### src/sv/mst_pkg.sv
package mst_pkg;

  // Graph size and weight width
  localparam int MaxVertices = 16;
  localparam int WeightBits  = 16;
  localparam int VIdxW       = $clog2(MaxVertices);
  localparam int CntW        = VIdxW + 1;
  localparam int MatDepth    = MaxVertices * MaxVertices;
  localparam int MatAddrW    = $clog2(MatDepth);
  localparam int CandW       = WeightBits + 1;

  // Field widths of the ports
  localparam int CountFieldW  = 5;
  localparam int IndexFieldW  = 4;
  localparam int WeightFieldW = 16;
  localparam int StatusW      = 2;

  // Best-candidate weight that means no edge reaches the vertex yet
  localparam logic [CandW-1:0] NoCand = {CandW{1'b1}};

  // Commands
  localparam logic CmdWrite = 1'b0;
  localparam logic CmdRun   = 1'b1;

  // Result status codes
  localparam logic [StatusW-1:0] StatEdge         = 2'd0;
  localparam logic [StatusW-1:0] StatDisconnected = 2'd1;
  localparam logic [StatusW-1:0] StatSingle       = 2'd2;
  localparam logic [StatusW-1:0] StatBadStart     = 2'd3;

endpackage

### src/sv/prim_minimum_spanning_tree.sv
// Prim minimum spanning tree over a stored 16 x 16 adjacency matrix. A write
// word (command 0) stores weight_value at row_index, column_index; a zero
// weight means no edge, and the matrix reads as all zeros after reset through
// one valid flag per entry, so no clearing pass is needed. A run word (command
// 1) grows a tree from start_vertex over the first vertex_count vertices (0
// counts as 1, values above 16 saturate) and returns one result word per tree
// edge, each the lightest edge leaving the tree so far, ties to the parent
// visited earliest and then to the lower child index; last marks the final
// word. A bad start, a single vertex or a graph that stops growing ends with
// one flagged word (status 3, 2 or 1) carrying zero vertices and weight. A run
// holds in_ready_o low while it lasts: every added vertex sweeps its matrix row
// through the single read port, one entry a cycle, behind the registered read,
// then StChoose picks the edge, waiting if the output stalls. The result sits in
// an output register, so the next word is taken while it waits.
module prim_minimum_spanning_tree
  import mst_pkg::*;
(
  input  logic                    clk_i,
  input  logic                    rst_ni,
  input  logic                    cfg_valid_i,
  output logic                    cfg_ready_o,
  input  logic [CountFieldW-1:0]  cfg_vertex_count_i,
  input  logic                    in_valid_i,
  output logic                    in_ready_o,
  input  logic                    command_i,
  input  logic [IndexFieldW-1:0]  row_index_i,
  input  logic [IndexFieldW-1:0]  column_index_i,
  input  logic [WeightFieldW-1:0] weight_value_i,
  input  logic [IndexFieldW-1:0]  start_vertex_i,
  output logic                    out_valid_o,
  input  logic                    out_ready_i,
  output logic [IndexFieldW-1:0]  parent_vertex_o,
  output logic [IndexFieldW-1:0]  child_vertex_o,
  output logic [WeightFieldW-1:0] edge_weight_o,
  output logic [StatusW-1:0]      status_o,
  output logic                    last_o
);

  localparam logic [1:0] StIdle   = 2'd0;
  localparam logic [1:0] StVisit  = 2'd1;
  localparam logic [1:0] StChoose = 2'd2;
  localparam logic [1:0] StFlag   = 2'd3;

  logic [1:0] state_q, state_d;

  // Configuration register
  logic [CountFieldW-1:0] vcount_q;

  // Matrix store: RAM plus one valid flag per entry
  logic [MatDepth-1:0]   entry_valid_q, entry_valid_d;
  logic                  ram_we;
  logic [MatAddrW-1:0]   ram_waddr, ram_raddr;
  logic [WeightBits-1:0] ram_rdata;
  logic                  rd_valid_q;

  // Per-run vertex state
  logic [MaxVertices-1:0] visited_q, visited_d;
  logic [CandW-1:0]       bw_q [MaxVertices];
  logic [CandW-1:0]       bw_d [MaxVertices];
  logic [VIdxW-1:0]       bp_q [MaxVertices];
  logic [VIdxW-1:0]       bp_d [MaxVertices];
  logic [VIdxW-1:0]       br_q [MaxVertices];
  logic [VIdxW-1:0]       br_d [MaxVertices];

  // Sequencer registers
  logic [CntW-1:0]  n_q, n_d;
  logic [VIdxW-1:0] u_q, u_d;
  logic [VIdxW-1:0] rank_q, rank_d;
  logic [VIdxW-1:0] edges_q, edges_d;
  logic [CntW-1:0]  cnt_q, cnt_d;
  logic             pipe_v_q, pipe_v_d;
  logic [VIdxW-1:0] pipe_idx_q, pipe_idx_d;
  logic [StatusW-1:0] flag_q, flag_d;

  // Running minimum of the current sweep
  logic             found_q, found_d;
  logic [CandW-1:0] min_w_q, min_w_d;
  logic [VIdxW-1:0] min_rank_q, min_rank_d;
  logic [VIdxW-1:0] min_idx_q, min_idx_d;
  logic [VIdxW-1:0] min_par_q, min_par_d;

  // Output register
  logic                    out_valid_q, out_valid_d;
  logic [IndexFieldW-1:0]  parent_q, parent_d;
  logic [IndexFieldW-1:0]  child_q, child_d;
  logic [WeightFieldW-1:0] weight_q, weight_d;
  logic [StatusW-1:0]      status_q, status_d;
  logic                    last_q, last_d;

  logic in_fire;
  logic slot_free;
  logic [CntW-1:0] n_run;

  assign cfg_ready_o = 1'b1;
  assign in_ready_o  = (state_q == StIdle);
  assign in_fire     = in_valid_i && in_ready_o;
  assign slot_free   = !out_valid_q || out_ready_i;

  // Effective vertex count: zero reads as one, large values saturate
  always_comb begin
    if (vcount_q == '0) begin
      n_run = CntW'(1);
    end else if (32'(vcount_q) > MaxVertices) begin
      n_run = CntW'(MaxVertices);
    end else begin
      n_run = CntW'(vcount_q);
    end
  end

  mst_ram #(
    .Width(WeightBits),
    .Depth(MatDepth)
  ) u_matrix (
    .clk_i  (clk_i),
    .we_i   (ram_we),
    .waddr_i(ram_waddr),
    .wdata_i(WeightBits'(weight_value_i)),
    .raddr_i(ram_raddr),
    .rdata_o(ram_rdata)
  );

  assign ram_waddr = MatAddrW'({VIdxW'(row_index_i), VIdxW'(column_index_i)});
  assign ram_we    = in_fire && (command_i == CmdWrite) &&
                     (32'(row_index_i) < MaxVertices) &&
                     (32'(column_index_i) < MaxVertices);
  assign ram_raddr = MatAddrW'({u_q, cnt_q[VIdxW-1:0]});

  always_comb begin
    logic [CandW-1:0] w;
    logic [CandW-1:0] cand_w;
    logic [VIdxW-1:0] cand_rank;
    logic             upd;
    logic             better;
    logic             is_last;
    logic [VIdxW-1:0] edges_inc;

    state_d       = state_q;
    entry_valid_d = entry_valid_q;
    visited_d     = visited_q;
    bw_d          = bw_q;
    bp_d          = bp_q;
    br_d          = br_q;
    n_d           = n_q;
    u_d           = u_q;
    rank_d        = rank_q;
    edges_d       = edges_q;
    cnt_d         = cnt_q;
    pipe_v_d      = 1'b0;
    pipe_idx_d    = pipe_idx_q;
    flag_d        = flag_q;
    found_d       = found_q;
    min_w_d       = min_w_q;
    min_rank_d    = min_rank_q;
    min_idx_d     = min_idx_q;
    min_par_d     = min_par_q;
    out_valid_d   = out_valid_q && !out_ready_i;
    parent_d      = parent_q;
    child_d       = child_q;
    weight_d      = weight_q;
    status_d      = status_q;
    last_d        = last_q;

    w         = rd_valid_q ? {1'b0, ram_rdata} : '0;
    upd       = !visited_q[pipe_idx_q] && (w != '0) && (w < bw_q[pipe_idx_q]);
    cand_w    = upd ? w : bw_q[pipe_idx_q];
    cand_rank = upd ? rank_q : br_q[pipe_idx_q];
    better    = !found_q || (cand_w < min_w_q) ||
                ((cand_w == min_w_q) && (cand_rank < min_rank_q));
    edges_inc = edges_q + VIdxW'(1);
    is_last   = (CntW'(edges_inc) == n_q - CntW'(1));

    if (ram_we) begin
      entry_valid_d[ram_waddr] = 1'b1;
    end

    unique case (state_q)
      StIdle: begin
        if (in_fire && (command_i == CmdRun)) begin
          // Clear the per-run state, then pick the start case
          n_d       = n_run;
          visited_d = '0;
          for (int i = 0; i < MaxVertices; i++) begin
            bw_d[i] = NoCand;
            bp_d[i] = '0;
            br_d[i] = '0;
          end
          edges_d = '0;
          if (32'(start_vertex_i) >= 32'(n_run)) begin
            flag_d  = StatBadStart;
            state_d = StFlag;
          end else if (n_run == CntW'(1)) begin
            flag_d  = StatSingle;
            state_d = StFlag;
          end else begin
            u_d                               = VIdxW'(start_vertex_i);
            visited_d[VIdxW'(start_vertex_i)] = 1'b1;
            rank_d                            = '0;
            cnt_d                             = '0;
            found_d                           = 1'b0;
            state_d                           = StVisit;
          end
        end
      end

      StVisit: begin
        // Issue the next row entry of u
        if (cnt_q < n_q) begin
          pipe_v_d   = 1'b1;
          pipe_idx_d = cnt_q[VIdxW-1:0];
          cnt_d      = cnt_q + CntW'(1);
        end
        // Relax the returned entry and fold it into the running minimum
        if (pipe_v_q) begin
          if (upd) begin
            bw_d[pipe_idx_q] = w;
            bp_d[pipe_idx_q] = u_q;
            br_d[pipe_idx_q] = rank_q;
          end
          if (!visited_q[pipe_idx_q] && (cand_w != NoCand) && better) begin
            found_d    = 1'b1;
            min_w_d    = cand_w;
            min_rank_d = cand_rank;
            min_idx_d  = pipe_idx_q;
            min_par_d  = upd ? u_q : bp_q[pipe_idx_q];
          end
          if (CntW'(pipe_idx_q) == n_q - CntW'(1)) begin
            state_d = StChoose;
          end
        end
      end

      StChoose: begin
        if (slot_free) begin
          out_valid_d = 1'b1;
          if (!found_q) begin
            parent_d = '0;
            child_d  = '0;
            weight_d = '0;
            status_d = StatDisconnected;
            last_d   = 1'b1;
            state_d  = StIdle;
          end else begin
            parent_d = IndexFieldW'(min_par_q);
            child_d  = IndexFieldW'(min_idx_q);
            weight_d = WeightFieldW'(min_w_q[WeightBits-1:0]);
            status_d = StatEdge;
            last_d   = is_last;
            edges_d  = edges_inc;
            if (is_last) begin
              state_d = StIdle;
            end else begin
              // Visit the new vertex next
              u_d                  = min_idx_q;
              visited_d[min_idx_q] = 1'b1;
              rank_d               = edges_inc;
              cnt_d                = '0;
              found_d              = 1'b0;
              state_d              = StVisit;
            end
          end
        end
      end

      StFlag: begin
        if (slot_free) begin
          out_valid_d = 1'b1;
          parent_d    = '0;
          child_d     = '0;
          weight_d    = '0;
          status_d    = flag_q;
          last_d      = 1'b1;
          state_d     = StIdle;
        end
      end

      default: begin
        state_d = StIdle;
      end
    endcase
  end

  always_ff @(posedge clk_i or negedge rst_ni) begin
    if (!rst_ni) begin
      state_q       <= StIdle;
      vcount_q      <= CountFieldW'(1);
      entry_valid_q <= '0;
      visited_q     <= '0;
      edges_q       <= '0;
      cnt_q         <= '0;
      pipe_v_q      <= 1'b0;
      found_q       <= 1'b0;
      out_valid_q   <= 1'b0;
      rd_valid_q    <= 1'b0;
    end else begin
      state_q       <= state_d;
      if (cfg_valid_i && cfg_ready_o) begin
        vcount_q <= cfg_vertex_count_i;
      end
      entry_valid_q <= entry_valid_d;
      visited_q     <= visited_d;
      edges_q       <= edges_d;
      cnt_q         <= cnt_d;
      pipe_v_q      <= pipe_v_d;
      found_q       <= found_d;
      out_valid_q   <= out_valid_d;
      rd_valid_q    <= entry_valid_q[ram_raddr];
    end
  end

  // Payload registers hold without reset
  always_ff @(posedge clk_i) begin
    bw_q       <= bw_d;
    bp_q       <= bp_d;
    br_q       <= br_d;
    n_q        <= n_d;
    u_q        <= u_d;
    rank_q     <= rank_d;
    pipe_idx_q <= pipe_idx_d;
    flag_q     <= flag_d;
    min_w_q    <= min_w_d;
    min_rank_q <= min_rank_d;
    min_idx_q  <= min_idx_d;
    min_par_q  <= min_par_d;
    parent_q   <= parent_d;
    child_q    <= child_d;
    weight_q   <= weight_d;
    status_q   <= status_d;
    last_q     <= last_d;
  end

  assign out_valid_o     = out_valid_q;
  assign parent_vertex_o = parent_q;
  assign child_vertex_o  = child_q;
  assign edge_weight_o   = weight_q;
  assign status_o        = status_q;
  assign last_o          = last_q;

`ifndef SYNTHESIS
  // Flagged words always close a run and carry no edge
  a_flag_is_last: assert property (@(posedge clk_i) disable iff (!rst_ni)
    out_valid_o && (status_o != StatEdge) |-> last_o)
    else $error("flagged result without last");

  a_flag_zero: assert property (@(posedge clk_i) disable iff (!rst_ni)
    out_valid_o && (status_o != StatEdge) |->
      (parent_vertex_o == '0) && (child_vertex_o == '0) && (edge_weight_o == '0))
    else $error("flagged result with nonzero payload");

  // The vertex whose row is swept is already in the tree
  a_sweep_visited: assert property (@(posedge clk_i) disable iff (!rst_ni)
    (state_q == StVisit) |-> visited_q[u_q])
    else $error("sweeping a row of an unvisited vertex");

  // The chosen child is never a vertex already in the tree
  a_child_fresh: assert property (@(posedge clk_i) disable iff (!rst_ni)
    (state_q == StChoose) && found_q |-> !visited_q[min_idx_q])
    else $error("chosen child already visited");
`endif

endmodule

### src/sv/mst_ram.sv
module mst_ram #(
  parameter  int Width = 16,
  parameter  int Depth = 256,
  localparam int AddrW = $clog2(Depth)
) (
  input  logic             clk_i,
  input  logic             we_i,
  input  logic [AddrW-1:0] waddr_i,
  input  logic [Width-1:0] wdata_i,
  input  logic [AddrW-1:0] raddr_i,
  output logic [Width-1:0] rdata_o
);

  logic [Width-1:0] mem_q [Depth];
  logic [Width-1:0] rdata_q;

  always_ff @(posedge clk_i) begin
    if (we_i) begin
      mem_q[waddr_i] <= wdata_i;
    end
    rdata_q <= mem_q[raddr_i];
  end

  assign rdata_o = rdata_q;

endmodule
### config.mk
export PLATFORM = sky130hd
export DESIGN_NAME = prim_minimum_spanning_tree
export DESIGN_NICKNAME = d
export VERILOG_FILES = /design/src/sv/mst_pkg.sv /design/src/sv/prim_minimum_spanning_tree.sv /design/src/sv/mst_ram.sv
export SDC_FILE = /design/constraint.sdc
export NUM_CORES = 2
export LEC_CHECK = 0
export BUFFER_PORTS_ARGS = -buffer_cell sky130_fd_sc_hd__clkbuf_2
export CORE_MARGIN = 8
export CORE_UTILIZATION = 30
export DETAILED_ROUTE_END_ITERATION = 8
export GPL_TIMING_DRIVEN = 0
export HOLD_SLACK_MARGIN = 0.03
export PLACE_DENSITY_LB_ADDON = 0.12
export SLEW_MARGIN = 30
export SYNTH_ARGS = -nofsm -noshare
export SYNTH_HDL_FRONTEND = slang
export SYNTH_SLANG_ARGS = --single-unit
### constraint.sdc
create_clock -name clk_i -period 20.4 [get_ports clk_i]
set_input_delay 2.04 -clock clk_i [delete_from_list [all_inputs] [get_ports clk_i]]
set_output_delay 2.04 -clock clk_i [all_outputs]
set_load 0.02 [all_outputs]
### Yosys cells after proc, flatten, opt, wreduce, memory -nomap -nowiden

Memories as Yosys holds them, arrays and structs flattened. A register that Yosys moved wholly into a read port is not among the register bits.
Index checks and enable logic that the tools add are counted.

| storage, ports and cells | value |
|---|---|
| output and inout bits | 30 |
| memories | 1 |
| RAM bits | 4096 |
| logic and storage cells | 278 |
| flip-flop bits (word level) | 766 |
| input port bits | 39 |

Memories:

| memory | depth | width | rd ports | clocked after Yosys merged registers in | wr ports | line | RTL |
|---|---|---|---|---|---|---|---|
| u_matrix.mem_q | 256 | 16 | 1 | 1 | 1 | mst_ram.sv:14 | `logic [Width-1:0] mem_q [Depth];` |

| operators by class | value |
|---|---|
| equality and inequality tests | 20 |
| multiplexer cells | 121 |
| add/subtract/negate cells | 3 |
| reductions and logical operators | 41 |
| order comparisons | 16 |
| bitwise gates (word level) | 4 |

Operators by type and width:

| operator | number |
|---|---|
| $mux 272 | 3 |
| $pmux 272 s2 | 1 |
| $mux 64 | 5 |
| $bwmux 272 | 1 |
| $or 256x256->256 | 1 |
| $pmux 64 s2 | 2 |
| $mux 16 | 10 |
| $bwmux 64 | 2 |
| $mux 4 | 27 |
| $bmux 17 s4 | 1 |
| $demux 17 s4 | 1 |
| $mux 17 | 4 |
| $pmux 16 s2 | 2 |
| $mux 5 | 9 |
| $pmux 4 s2 | 5 |
| $bmux 4 s4 | 2 |
| $mux 1 | 26 |
| $ne 2x2->1 const B | 11 |
| $lt 8x9->1 const B | 2 |
| $mux 2 | 9 |
| $eq 17x17->1 | 1 |
| $lt 16x17->1 | 1 |
| $lt 17x17->1 | 1 |
| $ne 17x17->1 const B | 1 |
| other kinds (45) | 77 |

### Depth between registers and ports, before layout

| depth | value |
|---|---|
| depth in word-level cells | 14 |
| gate-level depth with buffers | 24 |
| gate-level depth less buffers | 20 |

### Modules after synthesis

A second synthesis with hierarchy kept.

| unflattened totals | value |
|---|---|
| cell total of the unflattened synthesis | 10542 |
| area, all modules | 196440.9 um^2 |

By module, submodules not included:

| module | cells each | seq. area each (um^2) | area each (um^2) | times used |
|---|---|---|---|---|
| mst_ram | 7360 | 123318.3 | 158714.7 | 1 |
| prim_minimum_spanning_tree | 3182 | 21541.9 | 37726.2 | 1 |

### Worst setup path after synthesis

OpenSTA, ideal clock, no wires.

| path | value |
|---|---|
| kind | register to register |
| start point | register pipe_idx_q[0] |
| end point | register bp_q[0] in the netlist's numbering (enable) |
| setup slack | -0.972 ns |
| cell stages (with the launch flop) | 16 |
| data arrival time | 20.201 ns |
| clock period less this slack | 21.372 ns |
| data required time | 19.229 ns |
| path buffers | 5 |
| path through | edfxtp_1 > buf_6 > buf_6 > buf_4 > buf_2 > mux4_2 > a221oi_1 > ha_1 > a31o_2 > a221o_1 > a221oi_1 > o41ai_2 > buf_2 > nor2_1 > a21oi_1 > nor2_1 |

| between the ends | value |
|---|---|
| longest elaborated chain between the ends | 8 |

Ends and longest elaborated chain:

| what | line | RTL |
|---|---|---|
| start: declaration | prim_minimum_spanning_tree.sv:72 | `logic [VIdxW-1:0] pipe_idx_q, pipe_idx_d;` |
| start signal: assignment | prim_minimum_spanning_tree.sv:318 | `pipe_idx_q <= pipe_idx_d;` |
| $not 4->5 (not written as such) | prim_minimum_spanning_tree.sv:164 | `upd = !visited_q[pipe_idx_q] && (w != '0) && (w < bw_q[pipe_idx_q]);` |
| $bmux 17 s4 | prim_minimum_spanning_tree.sv:164 |  |
| $mux 17 (not written as such) (2 in series) | prim_minimum_spanning_tree.sv:164 |  |
| $lt 16x17->1 | prim_minimum_spanning_tree.sv:164 |  |
| $logic_and 1x1->1 (*) | prim_minimum_spanning_tree.sv:164 |  |
| $ne 2x2->1 (no source line) (*) | n/a |  |
| $reduce_and 4->1 (no source line) (*) | n/a |  |
| end signal: assignment | prim_minimum_spanning_tree.sv:313 | `bp_q <= bp_d;` |
| end: declaration | prim_minimum_spanning_tree.sv:60 | `logic [VIdxW-1:0] bp_q [MaxVertices];` |

Mark *: on every way between the ends. The rest lies on a longest branch, timed or not. The select of a mux whose other input is x is not followed.
A chain may end at the register's enable or synchronous reset.

### Worst setup path after layout

| path | value |
|---|---|
| start point | register pipe_idx_q[1] |
| end point | register min_w_q[11] (enable) |

| between the ends | value |
|---|---|
| longest elaborated chain between the ends | 12 |

Ends and longest elaborated chain:

| what | line | RTL |
|---|---|---|
| $not 4->5 (not written as such) | prim_minimum_spanning_tree.sv:164, prim_minimum_spanning_tree.sv:165, prim_minimum_spanning_tree.sv:166 |  |
| $bmux 17 s4 | prim_minimum_spanning_tree.sv:164, prim_minimum_spanning_tree.sv:165 |  |
| $mux 17 (not written as such) (2 in series) | prim_minimum_spanning_tree.sv:164, prim_minimum_spanning_tree.sv:165 |  |
| $lt 16x17->1 | prim_minimum_spanning_tree.sv:164 |  |
| $logic_and 1x1->1 | prim_minimum_spanning_tree.sv:164 |  |
| $mux 17 or $mux 4 (tied branches) | prim_minimum_spanning_tree.sv:165, prim_minimum_spanning_tree.sv:166 |  |
| $lt 17x17->1 (tied with other cells) | prim_minimum_spanning_tree.sv:167 | `better = !found_q \|\| (cand_w < min_w_q) \|\|` |
| $logic_or 1x1->1 or $logic_and 1x1->1 (tied branches) | prim_minimum_spanning_tree.sv:167, prim_minimum_spanning_tree.sv:168 |  |
| $logic_or 1x1->1 | prim_minimum_spanning_tree.sv:167 |  |
| $logic_and 1x1->1 (*) | prim_minimum_spanning_tree.sv:219 | `if (!visited_q[pipe_idx_q] && (cand_w != NoCand) && better) begin` |
| $reduce_and 3->1 (no source line) (*) | n/a |  |
| end signal: assignment | prim_minimum_spanning_tree.sv:320 | `min_w_q <= min_w_d;` |
| end: declaration | prim_minimum_spanning_tree.sv:77 | `logic [CandW-1:0] min_w_q, min_w_d;` |

Marked as above.

==> metrics.csv <==
metric,value,unit
run_status,"finished, final reports clean",
rows,294,
finalPower,29.1,mW
design.die.area,0.670,sq mm
area_growth,19.4,%
fmax,100,MHz
hold_class,reg -> reg,
synth_edf_count,4570,
die_y,818,um
route.detailed.wl_per_inst,33.6,um
pre_cts_slack,10.29,ns
avgSynthCellArea,21.4,sq um
intPower,20.0,mW
synth_top_flop_cell,edfxtp_1,
synth_fp_nets,9109,
core_area,0.641,sq mm
maxSlewViolCount,0,
setup_ws,10.41,ns
cts.clk_slew.worst_paths,0.06,ns
max_stage_delay,0.79,ns
cpMostUsedCell,buf_2,
grt_max_degree,93,
clk_latency,1.07,ns
nFillCells,58700,
wirelength,638,mm
num_vias,97400,
synthCells,9020,
relSlewSlack,20.9,%
start_util,30.1,%
avgViaCountPerCell,5.13,
worstPathArrival,10.75,ns
tightest_slew,1.18,ns
critPathMaxFanout,10,
ys_async_sr_fraction,5.99,%
dr.pass1.iters,6,
fin_skew,0.0767,ns
holdBufCountCts,0,
cts_buffer_depth,4,
synth_seq_area_share,75.0,%
nets,9976,
path_delay_family,buffers and inverters,
die_w,818,um
path_buf_inv,9,
switching_share,31.3,%
grt_pass1_vias,101000,
grt_pass1_wl,870,mm
io_buffers,66,
cp-start-kind,flip-flop,
fin_crit,9.99,ns
cts_buffers,563,
synth-warning-count,0,
hold_violations,0,
power_frac_comb,25.8,%
drt_iter0_markers,10800,
hold_slack,0.453,ns
worstSetupPathType,reg -> reg,
tns,0,ns
cp_data_required_time,21.16,ns
fin_crit_sh,49.0,%
p_per_area,126,mW/mm^2
synth_top_cells_by_area,"edfxtp_1 71%, mux4_2 18%, dfrtp_1 3.8%",
track_usage,18.6,%
rsz0062_at_grt,false,
grt_overflow,0,
clockPowerShare,34.0,%
cts_resized,0,
crit_slowest_cell,a221oi_1,
worstSetupEndpointType,flip-flop,
post-synth-top-area-cell,edfxtp_1,
post-cts-setup-buffers,0,
ys_ff_latch,4878,
ant_nets,0,
final-setup-viol-count,0,
pin_count,69,
clockRootBuffer,clkbuf_16,
gp_congestion,0.882,
netlist_area,0.193,sq mm
route.detailed.drc,0,
yosysTopAreaCellShare,71.0,%
timing.max_cap.violations,0,
switching_power,9.09,mW
leakage,72.7,nW
clkSinkCount,4878,
dp_hpwl,450,mm
multi_input_area,0.0479,sq mm
antenna_found_initial,100,
tritoncts,yes,
drive_above_1_share,33.6,%
ir_drop,0.0869,mV
ys_types,59,
final-seq-area,0.145,sq mm
cts_max_level,6,
p_seq_share,40.1,%
-- final timing paths --
kind / startpoint / to / slack, ns / cells past startpoint
worst max-delay path: pipe_idx_q[1]$_DFFE_PP_ / min_w_q[11]$_DFFE_PP_ / 10.41 / 25
worst min-delay path: pipe_idx_q[3]$_DFFE_PP_ / min_idx_q[3]$_DFFE_PP_ / 0.45 / 0
worst max register to register: pipe_idx_q[1]$_DFFE_PP_ / min_w_q[11]$_DFFE_PP_ / 10.41 / 25
worst min register to register: pipe_idx_q[3]$_DFFE_PP_ / min_idx_q[3]$_DFFE_PP_ / 0.45 / 0
max in group asynchronous: rst_ni / vcount_q[0]$_DFFE_PN1P_ / 18.28 / 3
min in group asynchronous: rst_ni / entry_valid_q[52]$_DFFE_PN0P_ / 0.90 / 1
-- sequential cells by signal, indices dropped and copies added (netlist names), 2 cells and up --
signal,flops
n_q,5
u_matrix.rdata_o,16
bp_q,64
edge_weight_o,16
entry_valid_q,256
bw_q,272
child_vertex_o,4
min_rank_q,4
u_matrix.mem_q,4096
min_par_q,4
min_idx_q,4
parent_vertex_o,4
visited_q,16
u_q,4
state_q,2
edges_q,4
status_o,2
vcount_q,5
pipe_idx_q,4
rank_q,4
cnt_q,5
min_w_q,17
br_q,64
-- placed cells by master, fill, tap and decap left out, types with 154 or more instances in the layout --
cell type	netlist	routed
buf_16	0	171
clkbuf_1	361	415
clkbuf_16	0	569
clkbuf_2	0	154
dfrtp_1	291	291
edfxtp_1	4570	4570
mux4_2	1558	1558
nand2_1	635	623
nor2_4	0	258
o211ai_1	259	259
or2_2	257	257
-- cells in the mapped netlist (all sizes together), types with 4 or more instances --
| master | number |
|---|---|
| a211oi | 4 |
| a21o | 17 |
| a21oi | 153 |
| a221oi | 8 |
| a22o | 21 |
| a31oi | 6 |
| and2 | 30 |
| and3 | 4 |
| buf | 194 |
| clkbuf | 361 |
| dfrtp | 291 |
| dfxtp | 16 |
| edfxtp | 4570 |
| ha | 50 |
| inv | 62 |
| mux2 | 20 |
| mux2i | 15 |
| mux4 | 1558 |
| nand2 | 635 |
| nand2b | 8 |
| nand3 | 28 |
| nand4 | 8 |
| nor2 | 301 |
| nor2b | 24 |
| nor3 | 13 |
| nor4 | 7 |
| o211ai | 259 |
| o21a | 17 |
| o21ai | 34 |
| or2 | 257 |
| xnor2 | 5 |
| xor2 | 5 |
-- layout make-up --
class | instances | share of cell area [%]
Antenna cell | 53 | 0.0575
Clock inverter | 236 | 1.11
Clock buffer | 781 | 6.69
Inverter | 63 | 0.103
Tap cell | 8584 | 4.66
Timing Repair Buffer | 302 | 2.74
Sequential cell | 4878 | 62.8
Buffer | 555 | 1.09
Multi-Input combinational cell | 3524 | 20.8
-- power by group through the flow --
stage	logic [mW]	registers [mW]	clock network [mW]
finish	7.51	11.7	9.90
global route	7.84	11.7	10.5
CTS	7.64	11.7	10.1
detailed placement	7.62	11.9	0
global placement	7.25	12.1	0
floorplan	3.93	11.9	0
-- metrics by stage --
step                utilization (%)  std cells  cell area (sq um)
floorplan                         -       9020             193000
global placement               31.9      17700             204000
detailed placement             33.1      17900             213000
CTS                            36.0      18900             231000
global route                   36.0      19000             231000
finish                         36.0      19000             231000
-- logic make-up after synthesis --
family,after synthesis,share of synthesized area [%]
AO/OA/AOI/OAI,546,1.92
XOR/XNOR,10,0.0453
adder cells (fa/ha/maj),50,0.324
buffers and inverters,618,1.30
flip-flops,4878,75.0
multiplexers,1593,18.4
other,1,0.00194
AND/OR/NAND/NOR,1324,3.06
-- per-layer routing --
layer,track usage (%),share of wire (%),vias to the layer above
li1,-,-,39500
met1,25.2,42,53800
met2,30.9,49,3229
met3,3.03,5.7,817
met4,5.66,3.3,20
met5,0,0.021,-
Power figures use the tool's default switching activity.
